File: src/hw/rtl/mws_fifo.sv
// ----------------------------------------------------------------------------
// mws_fifo
// Small register queue with a full and an empty flag; depth a power of two.
// ----------------------------------------------------------------------------
module mws_fifo #(
    parameter int W     = 8,
    parameter int DEPTH = 4
) (
    input  logic         clk,
    input  logic         rst_n,
    input  logic         wr,
    input  logic [W-1:0] wdata,
    output logic         full,
    input  logic         rd,
    output logic [W-1:0] rdata,
    output logic         empty
);

    localparam int PTR_W = $clog2(DEPTH);
    localparam int CNT_W = $clog2(DEPTH + 1);

    logic [W-1:0]     mem_reg [DEPTH];
    logic [PTR_W-1:0] wr_ptr_reg;
    logic [PTR_W-1:0] rd_ptr_reg;
    logic [CNT_W-1:0] count_reg;
    logic             do_wr;
    logic             do_rd;

    assign full  = (count_reg == CNT_W'(DEPTH));
    assign empty = (count_reg == '0);
    assign do_wr = wr && !full;
    assign do_rd = rd && !empty;
    assign rdata = mem_reg[rd_ptr_reg];

    always_ff @(posedge clk or negedge rst_n)
    begin
        if (!rst_n)
        begin
            wr_ptr_reg <= '0;
            rd_ptr_reg <= '0;
            count_reg  <= '0;
        end
        else
        begin
            if (do_wr)
            begin
                wr_ptr_reg <= wr_ptr_reg + PTR_W'(1);
            end
            if (do_rd)
            begin
                rd_ptr_reg <= rd_ptr_reg + PTR_W'(1);
            end
            if (do_wr && !do_rd)
            begin
                count_reg <= count_reg + CNT_W'(1);
            end
            else if (do_rd && !do_wr)
            begin
                count_reg <= count_reg - CNT_W'(1);
            end
        end
    end

    always_ff @(posedge clk)
    begin
        if (do_wr)
        begin
            mem_reg[wr_ptr_reg] <= wdata;
        end
    end

endmodule

File: config.mk
export PLATFORM = sky130hd
export DESIGN_NAME = mws_fifo
export DESIGN_NICKNAME = d
export VERILOG_FILES = /design/src/hw/rtl/mws_fifo.sv
export SDC_FILE = /design/constraint.sdc
export NUM_CORES = 1
export LEC_CHECK = 0
export BUFFER_PORTS_ARGS = -buffer_cell sky130_fd_sc_hd__buf_2
export CORE_MARGIN = 10
export CORE_UTILIZATION = 55
export CTS_CLUSTER_DIAMETER = 60
export DETAILED_ROUTE_END_ITERATION = 7
export PLACE_DENSITY = 0.78
export SLEW_MARGIN = 15
export SYNTH_ARGS = -nofsm -noshare
export SYNTH_HDL_FRONTEND = slang
export SYNTH_SLANG_ARGS = --single-unit
File: constraint.sdc
create_clock -name clk -period 2.3 [get_ports clk]
set_input_delay 0.115 -clock clk [delete_from_list [all_inputs] [get_ports clk]]
set_output_delay 0.115 -clock clk [all_outputs]
set_load 0.01 [all_outputs]
After elaboration in Yosys (flattened, before gate mapping)
Memories as Yosys holds them, arrays and structs flattened.
Index checks and enable logic that the tools add are counted.
W data, S select, Z words.
{"block": "op_classes", "n_addsub": 4, "eq_ne": 1, "n_mux": 4, "n_reduce_logical": 10}
{"cell": "$mux W3", "n": 2}
{"cell": "$add A2 B1 Y2 const B", "n": 2}
{"cell": "$logic_and A1 B1 Y1", "n": 4}
{"cell": "$logic_not A1 Y1", "n": 4}
{"cell": "$add A3 B1 Y3 const B", "n": 1}
{"cell": "$eq A3 B3 Y1 const B", "n": 1}
{"cell": "$logic_not A3 Y1", "n": 1}
{"cell": "$sub A3 B1 Y3 const B", "n": 1}
{"cell": "$mux W1", "n": 2}
{"cell": "$reduce_bool A2 Y1", "n": 1}
{"block": "totals", "register_bits": 7, "ramBits": 32, "input_bits": 12, "n_memories": 1}
{"memory": "mem_reg", "depth": 4, "word_bits": 8, "read_ports": 1, "rd_ports_with_merged_regs": 0, "write_ports": 1, "line": "22", "text": "logic [W-1:0] mem_reg [DEPTH];"}

Logic depth before layout (Yosys ltp)
{"block": "logic_depth", "depth_word": 7, "depth_mapped": 9, "mapped_depth_nobuf": 8}

Least setup slack after synthesis
No wires, ideal clock.
{"block": "synth_timing", "path_type": "flip-flop to flip-flop", "from": "register count_reg[0]", "to": "register count_reg[2]", "setup_time_ns": 0.079, "arrival_time_ns": 1.997, "setup_slack_ns": 0.224, "stages_incl_launch_ff": 9, "n_path_buf": 0, "synth_period_minus_slack_ns": 2.076, "path_cell_list": "dfrtp_1 nor3_1 nand2b_1 ha_1 inv_1 fa_1 xor2_1 nor2_1 xor2_1"}
{"block": "synth_between", "elab_chain_cells": 6, "word_cells_on_any_way": 15, "cone_classes": "add/sub: 2; eq/ne: 1; mux: 2; reduce/logical: 10"}
{"element": "from (decl)", "line": "25", "text": "logic [CNT_W-1:0] count_reg;"}
{"element": "from (signal assigned)", "line": "55", "text": "count_reg <= count_reg + CNT_W'(1);"}
{"element": "from (signal assigned)", "line": "59", "text": "count_reg <= count_reg - CNT_W'(1);"}
{"element": "$logic_not A3 Y1 (*)", "line": "30", "text": "assign empty = (count_reg == '0);"}
{"element": "named net empty", "line": "16", "text": "output logic empty"}
{"element": "$logic_not A1 Y1 (*)", "line": "32", "text": "assign do_rd = rd && !empty;"}
{"element": "$logic_and A1 B1 Y1 (*)", "line": "32"}
{"element": "$logic_not A1 Y1", "line": "53", "text": "if (do_wr && !do_rd)"}
{"element": "$logic_and A1 B1 Y1", "line": "53"}
{"element": "$mux W3 or $reduce_bool A2 Y1 (tied branches)"}
Mark *: on every way through the listed nets, which the timed path passes. The rest lies on a longest branch. The select of a mux whose other input is x is not followed.
A chain may end at the register's enable or synchronous reset.

Final worst setup path
{"block": "layout_timing", "from": "register count_reg[0]", "to": "register count_reg[2]"}
{"block": "layout_between", "elab_chain_cells": 6, "word_cells_on_any_way": 15, "cone_classes": "add/sub: 2; eq/ne: 1; mux: 2; reduce/logical: 10"}
{"element": "branches (longest 6 deep; another with $sub A3 B1 Y3)"}
Parallel ways; which one is timed is not known. The select of a mux whose other input is x is not followed.

==> flow_metrics.tcl <==
set metrics [dict create \
    outcome "completed" \
    synth-compound-area-share 0 \
    grt_pass1_wl_um 4150 \
    setup_violations 0 \
    synthXorXnorAreaFrac 0.0331 \
    critPathSlowestCell "dfrtp_1" \
    wl_per_cell_um 17.8 \
    grt_overflow 0 \
    vdd_drop_max_mv 0.929 \
    start_util 0.576 \
    finalHoldViolations 0 \
    via_per_inst 5.26 \
    fin_tns_setup_ns 0 \
    layout_common_cells "edfxtp_1 (32), buf_2 (21), dlygate4sd3_1 (9)" \
    timing.fmax_mhz 470 \
    final_max_slew_viol_count 0 \
    cts_root_buf "clkbuf_4" \
    ys_seq_area_frac 0.715 \
    ant_nets 0 \
    area_growth_pct 17.4 \
    synth_top_family_by_area "multiplexers" \
    drive_above_1_share 0.398 \
    min_period_over_period 0.924 \
    synth_seq_cells 39 \
    io_buffers 21 \
    grt_pass1_vias 823 \
    startpoint "count_reg[0]$_DFFE_PN0P_" \
    min_period_ns 2.13 \
    cts.sinks 39 \
    ff2ff_setup_slack_ns 0.17 \
    p_leak_uw 0.000705 \
    cts_max_level 2 \
    cts_tree "built" \
    drt_iter0_markers 69 \
    clock_latency_ns 0.34 \
    crit_type "reg -> reg" \
    path_cells "nor3_2 -> nand2b_1 -> ha_1 -> inv_1 -> fa_1 -> xor2_1 -> nor2_1 -> xor2_1" \
    r2r_cells 8 \
    syn_nets 95 \
    rr_startpoint "count_reg[0]$_DFFE_PN0P_" \
    core_um2 2760 \
    endpoint_kind "flop" \
    skew_ns 0.00627 \
    dr.pass1.iters 4 \
    rsz0062_at_grt "false" \
    crit_path_start_kind "flop" \
    postCtsSetupRepairBufs 0 \
    antenna_found_initial 0 \
    required_ns 2.57 \
    yosysWarnings 0 \
    die_h_um 73.8 \
    maxCapViolCount 0 \
    min_from "rd" \
    nets 130 \
    grtUsageTotal 0.106 \
    largest_register_ffs 32 \
    drt-total-wl_um 2570 \
    drc 0 \
    grt_max_degree 12 \
    synth.area.mux_share 0.130 \
    clockBufferDepth 2 \
    cp_common_cell "xor2_1" \
    rows 19 \
    crit_buf_inv 1 \
    arrival_ns 2.39 \
    path_depth 8 \
    syn_area_um2 1590 \
    power_density_nw_per_um2 1160 \
    hold_path.class "in -> reg" \
    n_antenna_cell 0 \
    yosys.area_share.adder 0.0520 \
    slew_headroom 0.608 \
    r2r-end "count_reg[2]$_DFFE_PN0P_" \
    die-area_um2 5440 \
    gp_congestion 0.736 \
    stdcell_count 144 \
    final_common_cell "edfxtp_1" \
    final_util 0.676 \
    cts.clk_slew.worst_paths_ns 0.10 \
    die-width_um 73.8 \
    critPathMaxStageDelay_ns 0.48 \
    dp_cells 127 \
    synth_simple_gate_area_frac 0.0504 \
    numCtsBuffers 5 \
    crit_end "count_reg[2]$_DFFE_PN0P_" \
    cp_top_family "adder cells" \
    tightest_slew_ns 0.588 \
    worstPathMaxFanout 4 \
    syn_inst 77 \
    hpwl_um 1800 \
    synth.distinct_cells 20 \
    ios 22 \
    syn_avg_cell_area_um2 20.6 \
    vias 758 \
]
metal layers:
layer  GRT usage  part of all wire  routed length, µm  vias up
li1            -                 -                  -      362
met1       0.125              0.43               1100      372
met2       0.162              0.49               1260       17
met3      0.0363             0.058                148        7
met4      0.0683             0.025                 64        0
met5           0                 0                  0        -
synthesized netlist by cell type:
library cell / instances / area, µm²
edfxtp_1: 32 / 961
mux4_2: 8 / 180
dfrtp_1: 7 / 175
ha_1: 5 / 62.6
and2_2: 4 / 30.0
xnor2_1: 4 / 35.0
inv_1: 3 / 11.3
xor2_1: 2 / 17.5
buf_2: 1 / 5.00
buf_6: 1 / 11.3
clkbuf_1: 1 / 3.75
fa_1: 1 / 20.0
mux2_2: 1 / 11.3
mux2_4: 1 / 15.0
nand2b_1: 1 / 6.26
nand3b_1: 1 / 7.51
nor2_1: 1 / 3.75
nor2b_2: 1 / 8.76
nor3_1: 1 / 5.00
nor3b_4: 1 / 18.8
power breakdown:
| group | internal (µW) | leakage (µW) | total [µW] | switching, µW |
|---|---|---|---|---|
| clock network | 119 | 0.0000293 | 318 | 199 |
| registers | 956 | 0.000375 | 1130 | 171 |
| logic | 400 | 0.000301 | 714 | 314 |
| total | 1480 | 0.000705 | 2160 | 684 |
what timing repair did:
action                                  4_1_cts  5_1_grt
hold buffers                                  9        0
endpoints found under the setup margin        0        1
endpoints found under the hold margin        39        0
gates resized for setup                       0        1
worst min path at each step:
| stage | slack, ns | cells past startpoint | endpoint |
|---|---|---|---|
| after CTS | 0.05 | 3 | rd_ptr_reg[1]$_DFFE_PN0P_ |
| after detailed placement | -0.05 | 1 | rd_ptr_reg[1]$_DFFE_PN0P_ |
| after global placement | -0.05 | 1 | rd_ptr_reg[0]$_DFFE_PN0P_ |
| final | 0.06 | 3 | rd_ptr_reg[1]$_DFFE_PN0P_ |
| after floorplan | -0.18 | 0 | count_reg[0]$_DFFE_PN0P_ |
| after global routing | 0.06 | 3 | rd_ptr_reg[1]$_DFFE_PN0P_ |
area by class of cell:
cell class	instances	area, µm²
multi-input combinational	32	427
sequential	39	1140
tap	31	38.8
clock buffer	7	45.0
inverter	3	11.3
fill	197	892
timing repair buffer	31	203
clock inverter	1	5.00
metrics by stage:
step	total power [µW]	setup WS (ns)	instance area, µm²	hold WS [ns]
after global placement	1830	0.353	1720	-0.0491
after floorplan	1620	0.224	1590	-0.181
after global routing	2320	0.0493	1870	0.0604
after detailed placement	1870	0.137	1720	-0.0462
final	2160	0.174	1870	0.0607
after CTS	2200	0.0915	1860	0.0491
worst register-to-register path: stages (launching register included):
cell,delay (ns)
dfrtp_1,0.48
nor3_2,0.26
nand2b_1,0.19
ha_1,0.22
inv_1,0.07
fa_1,0.39
xor2_1,0.17
nor2_1,0.12
xor2_1,0.16
kinds of logic (layout without fill, tap and decap cells):
logic type,count (synthesis),count (layout)
adders and majority gates,6,6
muxes,10,10
DFF,39,39
xor gates and xnor gates,6,6
and+or+nand+nor,10,10
buffers and inverters,6,42
No activity file was read; power rests on OpenSTA's default activity.
