===== src/hw/rtl/mws_pkg.sv =====
// ----------------------------------------------------------------------------
// mws_pkg
// Shared types and constants of the masked weighted 3x3 smoother.
// ----------------------------------------------------------------------------
package mws_pkg;

    localparam int POS_W    = 10;   // row and column fields of a result
    localparam int DIM_W    = 11;   // grid_cols and grid_rows registers
    localparam int SCALE_W  = 32;   // weight_scale register
    localparam int WEIGHT_W = 16;
    localparam int Q_SHIFT  = 16;   // ratio is Q16
    localparam int RATIO_W  = 17;   // ratio saturates at 1.0
    localparam int CNT_W    = 4;    // up to nine neighbours
    localparam int PADDR_W  = 4;
    localparam int PDATA_W  = 32;

    // register index, taken from paddr[3:2]
    localparam logic [1:0] REG_COLS  = 2'd0;
    localparam logic [1:0] REG_ROWS  = 2'd1;
    localparam logic [1:0] REG_SCALE = 2'd2;

    localparam logic [DIM_W-1:0]   COLS_RESET  = 11'd64;
    localparam logic [DIM_W-1:0]   ROWS_RESET  = 11'd64;
    localparam logic [SCALE_W-1:0] SCALE_RESET = 32'd65536;

    // per-step control passed from the front to the back
    typedef struct packed {
        logic point;    // carries a new grid point
        logic good;
        logic emit;     // a result is due this step
        logic row_lo;   // neighbour row above lies in the grid
        logic row_hi;   // neighbour row below lies in the grid
        logic col_lo;
        logic col_hi;
    } mws_ctl_t;

endpackage


===== src/hw/rtl/mws_front.sv =====
// ----------------------------------------------------------------------------
// mws_front
// Tracks the raster position, classifies each beat and queues a step command.
// ----------------------------------------------------------------------------
module mws_front #(
    parameter int MAX_COLS   = 1024,
    parameter int MAX_ROWS   = 1024,
    parameter int SPEED_BITS = 16,
    localparam int CW = $clog2(MAX_COLS)
) (
    input  logic                             clk,
    input  logic                             rst_n,
    input  logic                             push,
    output logic                             full,
    input  logic                             mode,
    input  logic signed [SPEED_BITS-1:0]     speed_in,
    input  logic                             good,
    input  logic [mws_pkg::WEIGHT_W-1:0]     weight,
    input  logic [mws_pkg::DIM_W-1:0]        grid_cols,
    input  logic [mws_pkg::DIM_W-1:0]        grid_rows,
    input  logic                             q_full,
    output logic                             q_wr,
    output mws_pkg::mws_ctl_t                q_ctl,
    output logic signed [SPEED_BITS-1:0]     q_speed,
    output logic [mws_pkg::WEIGHT_W-1:0]     q_weight,
    output logic                             q_rpar,
    output logic [CW-1:0]                    q_col,
    output logic [mws_pkg::POS_W-1:0]        q_er,
    output logic [CW-1:0]                    q_ec
);

    localparam int CIW = $clog2(MAX_COLS + 1);
    localparam int RIW = $clog2(MAX_ROWS + 2);
    localparam int RX  = RIW + 1;
    localparam int EW  = $clog2(MAX_ROWS * MAX_COLS + 1);

    logic [CIW-1:0] in_col_reg;
    logic [RIW-1:0] in_row_reg;
    logic [EW-1:0]  emit_reg;

    logic [CIW-1:0] cols_eff;
    logic [RIW-1:0] rows_eff;
    logic [RX-1:0]  rows_x;
    logic           wrap;
    logic [CIW-1:0] c0;
    logic [RX-1:0]  r0;
    logic           in_grid;
    logic           ignore;
    logic           flush_e;
    logic           main_e;
    logic [RX-1:0]  er;
    logic [CIW-1:0] ec;
    logic [CIW-1:0] c1;
    logic           col_end;
    logic [CIW-1:0] c1n;
    logic [RX-1:0]  r1;
    logic [EW-1:0]  emit_next;
    logic [EW-1:0]  frame_size;
    logic           done;
    logic           accept;
    logic [RX+mws_pkg::POS_W-1:0] er_pad;

    always_comb
    begin
        cols_eff = (grid_cols == '0) ? CIW'(1) :
                   (32'(grid_cols) > 32'(MAX_COLS)) ? CIW'(MAX_COLS) : CIW'(grid_cols);
        rows_eff = (grid_rows == '0) ? RIW'(1) :
                   (32'(grid_rows) > 32'(MAX_ROWS)) ? RIW'(MAX_ROWS) : RIW'(grid_rows);
        rows_x   = RX'(rows_eff);

        // a column count lowered mid-frame wraps the position at once
        wrap    = (in_col_reg >= cols_eff);
        c0      = wrap ? '0 : in_col_reg;
        r0      = wrap ? (RX'(in_row_reg) + RX'(1)) : RX'(in_row_reg);
        in_grid = (r0 < rows_x);
        ignore  = in_grid && mode;

        flush_e = (c0 == '0) && (r0 >= RX'(2)) && ((r0 - RX'(2)) < rows_x);
        main_e  = (c0 != '0) && (r0 >= RX'(1)) && ((r0 - RX'(1)) < rows_x);
        er      = flush_e ? (r0 - RX'(2)) : (r0 - RX'(1));
        ec      = flush_e ? (cols_eff - CIW'(1)) : (c0 - CIW'(1));

        c1      = c0 + CIW'(1);
        col_end = (c1 >= cols_eff);
        c1n     = col_end ? '0 : c1;
        r1      = col_end ? (r0 + RX'(1)) : r0;

        emit_next  = emit_reg + EW'(flush_e || main_e);
        frame_size = EW'(rows_eff) * EW'(cols_eff);
        done = (emit_next >= frame_size) || (r1 > (rows_x + RX'(1))) ||
               ((r1 == (rows_x + RX'(1))) && (c1n != '0));

        er_pad = {{mws_pkg::POS_W{1'b0}}, er};
    end

    assign accept = push && !q_full;
    assign full   = q_full;
    assign q_wr   = accept && !ignore;

    assign q_ctl.point  = in_grid && !mode;
    assign q_ctl.good   = good;
    assign q_ctl.emit   = flush_e || main_e;
    assign q_ctl.row_lo = (er != '0);
    assign q_ctl.row_hi = ((er + RX'(1)) < rows_x);
    assign q_ctl.col_lo = (ec != '0);
    assign q_ctl.col_hi = ((ec + CIW'(1)) < cols_eff);
    assign q_speed      = speed_in;
    assign q_weight     = weight;
    assign q_rpar       = r0[0];
    assign q_col        = c0[CW-1:0];
    assign q_er         = er_pad[mws_pkg::POS_W-1:0];
    assign q_ec         = ec[CW-1:0];

    always_ff @(posedge clk or negedge rst_n)
    begin
        if (!rst_n)
        begin
            in_col_reg <= '0;
            in_row_reg <= '0;
            emit_reg   <= '0;
        end
        else if (accept)
        begin
            if (ignore)
            begin
                in_col_reg <= c0;
                in_row_reg <= RIW'(r0);
            end
            else if (done)
            begin
                in_col_reg <= '0;
                in_row_reg <= '0;
                emit_reg   <= '0;
            end
            else
            begin
                in_col_reg <= c1n;
                in_row_reg <= RIW'(r1);
                emit_reg   <= emit_next;
            end
        end
    end

endmodule


===== config.mk =====
export PLATFORM = sky130hd
export DESIGN_NAME = mws_front
export DESIGN_NICKNAME = d
export VERILOG_FILES = /design/src/hw/rtl/mws_pkg.sv /design/src/hw/rtl/mws_front.sv
export SDC_FILE = /design/constraint.sdc
export NUM_CORES = 1
export LEC_CHECK = 0
export BUFFER_PORTS_ARGS = -buffer_cell sky130_fd_sc_hd__buf_4
export CAP_MARGIN = 40
export CORE_UTILIZATION = 30
export DETAILED_ROUTE_END_ITERATION = 10
export RECOVER_POWER = 50
export SLEW_MARGIN = 20
export SYNTH_ARGS = -nofsm -noshare
export SYNTH_HDL_FRONTEND = slang
export SYNTH_SLANG_ARGS = --single-unit

===== constraint.sdc =====
create_clock -name clk -period 19.73 [get_ports clk]
set_input_delay 1.973 -clock clk [delete_from_list [all_inputs] [get_ports clk]]
set_output_delay 1.973 -clock clk [all_outputs]
set_load 0.02 [all_outputs]

# == Word-level counts from Yosys, hierarchy flattened ==
# Cells that the tools add are included.
# Widths: inputs -> output; s select.
# word_totals
regBits,43
in_bits,60
out_inout_bits,72
wordCells,68
# op_classes
addsub,11
multipliers,1
magnitude_cmp,13
n_eq_ne,1
mux,15
bitwise_logic,1
n_reduce_logical,23
# ops
operator,count
$mux 11,11
$lt 12x11->1,4
$mux 12,3
$logic_not 11->1,3
$reduce_bool 11->1,3
$add 11x1->12 const B,2
$add 12x1->12 const B,2
$add 11x1->11 const B,2
$ge 11x11->1,2
$gt 11x11->1 const B,2
$sub 11x1->11 const B,2
$add 21x1->21,1
$ge 21x21->1,1
$mul 11x11->21,1
$mux 21,1
$eq 12x12->1,1
$ge 12x1->1 const B,1
$ge 12x2->1 const B,1
$gt 12x12->1,1
$reduce_bool 12->1,1
$sub 12x1->12 const B,1
$sub 12x2->12 const B,1
$lt 11x11->1,1
$logic_and 1x1->1,9
other kinds (4),8

# == Logic depth before layout (Yosys ltp) ==
# logic_depth
ltp_word,15
depth_mapped,49
depth_no_buf,45

# == Least setup slack after synthesis ==
# No wires, ideal clock.
# synth_timing
path_type,input port to output port
startpoint,input port grid_cols[4] (netlist name)
endpoint,output port q_ctl[0] (netlist name)
arrival_time_ns,11.149
t_required_ns,17.757
path_slack_ns,6.608
stages,42
n_path_buf,4
cell_sequence,nor4_1 -> nand3_1 -> o21ai_0 -> and2_0 -> inv_1 -> clkbuf_1 -> ha_1 -> nand4_1 -> or3_1 -> o21ba_1 -> buf_2 -> nand2_1 -> mux2i_1 -> ha_1 -> inv_1 -> nor3_1 -> nand3b_1 -> xor2_1 -> (+6 left out) -> or4b_4 -> a31oi_4 -> and2_1 -> buf_4 -> buf_2 -> o21ai_0 -> inv_1 -> ha_1 -> nand4_1 -> xnor2_1 -> o31ai_1 -> nand4_1 -> nor3b_1 -> xor2_1 -> ha_1 -> nand4_1 -> nor3_1 -> a211oi_1
# synth_lines
item,line,text
start: declaration,mws_front.sv:19,"input logic [mws_pkg::DIM_W-1:0] grid_cols,"
end: declaration,mws_front.sv:23,"output mws_pkg::mws_ctl_t q_ctl,"

==> impl_metrics.py <==
metrics = {
    "synth": {
        "yosys_warnings": 0,
        "synth_enable_flop_cells": 0,
        "synth.top_cell.area_share": 0.196,
        "ys_seq_area_frac": 0.0943,
        "synth_seq_cells": 43,
        "synth_nets": 1809,
        "ys.flop_type": "dfrtp_1",
        "synth-async-reset-ratio": 1.00,
        "ys_types": 79,
        "yosys.area.top_type": "ha_1",
        "synth_area_per_cell_um2": 7.65,
        "postSynthCellCount": 1491,
        "syn_area_um2": 11400,
        "synth_area_leaders": "ha_1 (20%), fa_1 (14%), dfrtp_1 (9.4%)",
    },
    "global_route": {
        "grt_pass1_wl_um": 56800,
        "grtUsageTotal": 0.188,
        "grt_max_degree": 44,
        "grt_overflow": 0,
        "grt_pass1_vias": 10235,
        "grt_antenna_before_repair": 0,
    },
    "worst_setup_path": {
        "cp_max_fo": 22,
        "critical_path_class": "primary input to output port",
        "crit_family": "simple AND/OR/NAND/NOR gates",
        "cp_num_buf_inv": 6,
        "startpoint": "grid_cols[4]",
        "crit_path_start_kind": "primary input",
        "r2r_start": "in_col_reg[8]",
        "end_kind": "output port",
        "critPathMaxStageDelay_ns": 0.59,
        "cp.arrival_ns": 12.44,
        "critPathRequiredTime_ns": 17.76,
        "crit_slowest_cell": "and2_1",
        "cp_common_cell": "o21ai_0",
    },
    "power_and_ir_drop": {
        "switching_power_w": 0.000685,
        "p_clk_frac": 0.070,
        "vdd_drop_max_mv": 0.0477,
        "p_per_area_nw_per_um2": 98.7,
        "swShare": 0.561,
        "leakage_nw": 5.85,
        "power.share.combinational": 0.814,
        "internal_power_w": 0.000535,
        "power_frac_seq": 0.116,
    },
    "route": {
        "drt-initial-drc-count": 769,
        "via_per_inst": 5.26,
        "ant_nets": 0,
        "finalWirelength_um": 35900,
        "drc_errors": 0,
        "dr.pass1.iters": 5,
        "num_vias": 10546,
        "drt-wirelength-per-cell_um": 17.9,
    },
    "sta": {
        "finalCritPeriodShare": 0.730,
        "fin_worst_skew_ns": 0.0128,
        "fmax_ghz": 0.0694,
        "setup_slack_ns": 5.32,
        "min_period_ns": 14.41,
        "grt_setup_unrepaired": "no",
        "tightest_slew_ns": 2.57,
        "setup_viol": 0,
        "relSlewSlack": -0.711,
        "hold_viol": 0,
        "slew_violations": 44,
        "fin_tns_setup_ns": 0,
    },
    "die": {
        "initial_core_util": 0.304,
        "die_area_um2": 38800,
        "core_area_um2": 37600,
        "die_w_um": 197,
        "pin_count": 132,
        "die_height_um": 197,
        "num_rows": 71,
    },
    "status": {
        "violations": "capacitance limit, slew limit",
        "status": "finished with violations",
    },
    "finish": {
        "nNetsFinal": 1811,
        "area_growth_pct": 8.38,
        "layout_common_cells": "nand2_1 (184), ha_1 (179), inv_1 (157), nor2_1 (132), xnor2_1 (88)",
        "fin_util": 0.329,
        "fin_area_um2": 12400,
        "num_antenna_cells": 0,
        "layout-drive-gt1-share": 0.0763,
        "final_common_cell": "nand2_1",
        "largest_reg_flops": 21,
    },
    "clock_network": {
        "cts_setup_buffers": 0,
        "cts_buffers": 5,
        "clk_pin_slew_ns": 0.07,
        "ctsHoldBuffers": 0,
        "cts_tree": "built",
        "cts-resized-gates": 0,
        "clk_latency_ns": 0.31,
        "cts_root_buf": "clkbuf_16",
        "clock-sinks": 43,
        "cts_buffer_depth": 2,
        "htreeDepth": 2,
    },
    "worst_hold_path": {
        "hold_class": "register to register",
        "worstHoldStart": "emit_reg[20]",
    },
    "place": {
        "io_buffers": 65,
        "hpwl_um": 29100,
        "placed_cell_area_um2": 12200,
        "pre_cts_ws_ns": 5.63,
        "place.gp.congestion": 0.983,
    },
    "run": {
        "cap_violations": 1,
    },
}
==> logic make-up (layout without fill, tap and decap cells) <==
family | Yosys count | in the layout | synth area share
buffers and inverters | 259 | 262 | 0.0975
other | 1 | 1 | 0.000329
AOI/OAI and AO/OA | 261 | 261 | 0.151
DFF | 43 | 43 | 0.0943
adders and majority gates | 258 | 258 | 0.335
xor gates and xnor gates | 124 | 124 | 0.0952
and+or+nand+nor | 536 | 536 | 0.218
muxes | 9 | 9 | 0.00823
==> power by group through the flow <==
stage	registers, W	clock network, W	logic, W
global route	0.000145	0.0000911	0.00111
detailed placement	0.000141	0	0.000972
finish	0.000141	0.0000860	0.000992
global placement	0.000141	0	0.000956
floorplan	0.000120	0	0.000699
CTS	0.000140	0.0000888	0.000979
==> layer usage <==
layer,track usage,share of wire
met1,0.261,0.46
met2,0.291,0.43
met3,0.0382,0.084
met4,0.0548,0.024
met5,0,0
==> cell usage after synthesis (9+ instances only) <==
cell / number
a21oi_1: 68
ha_1: 179
clkbuf_1: 51
nand3_1: 60
xnor2_1: 88
o21ai_0: 64
nand4_1: 22
nor2b_1: 26
and2_1: 11
nand2_1: 184
o21a_1: 16
and3_1: 23
buf_4: 35
fa_1: 79
a31oi_1: 12
dfrtp_1: 43
nor2_1: 132
xor2_1: 36
a21o_1: 18
nand2b_1: 12
a22o_1: 9
nor3_1: 33
inv_1: 157
==> area by class of cell <==
| class | count | area, um^2 |
|---|---|---|
| Multi-Input combinational cell | 1189 | 9220 |
| Sequential cell | 43 | 1080 |
| Timing Repair Buffer | 90 | 672 |
| Inverter | 164 | 616 |
| Tap cell | 511 | 639 |
| Clock inverter | 2 | 12.5 |
| Fill cell | 4010 | 25200 |
| Clock buffer | 6 | 129 |
==> tightest hold or removal path: stages, from the launching register on <==
cell	delay, ns
dfrtp_1	0.36
nand2_1	0.05
o21ai_0	0.06
==> path summary, 6_finish.rpt <==
path,to,slack [ns],cells past startpoint
worst max-delay path,q_ctl[0],5.32,47
worst min-delay path,emit_reg[20],0.51,2
worst max register to register,in_col_reg[9],8.61,37
worst min register to register,emit_reg[20],0.51,2
max in group asynchronous,in_row_reg[9],15.80,1
min in group asynchronous,emit_reg[8],2.47,1
==> metrics by stage <==
| step | hold slack (ns) | power, W | instances |
|---|---|---|---|
| 2_1_floorplan | 0.455 | 0.000819 | 1491 |
| 3_3_place_gp | 0.483 | 0.00110 | 1988 |
| 3_5_place_dp | 0.492 | 0.00111 | 1993 |
| 4_1_cts | 0.509 | 0.00121 | 2001 |
| 5_1_grt | 0.530 | 0.00134 | 2005 |
| 6_report | 0.506 | 0.00122 | 2005 |
Note: power is estimated with default switching activity, not from simulation.
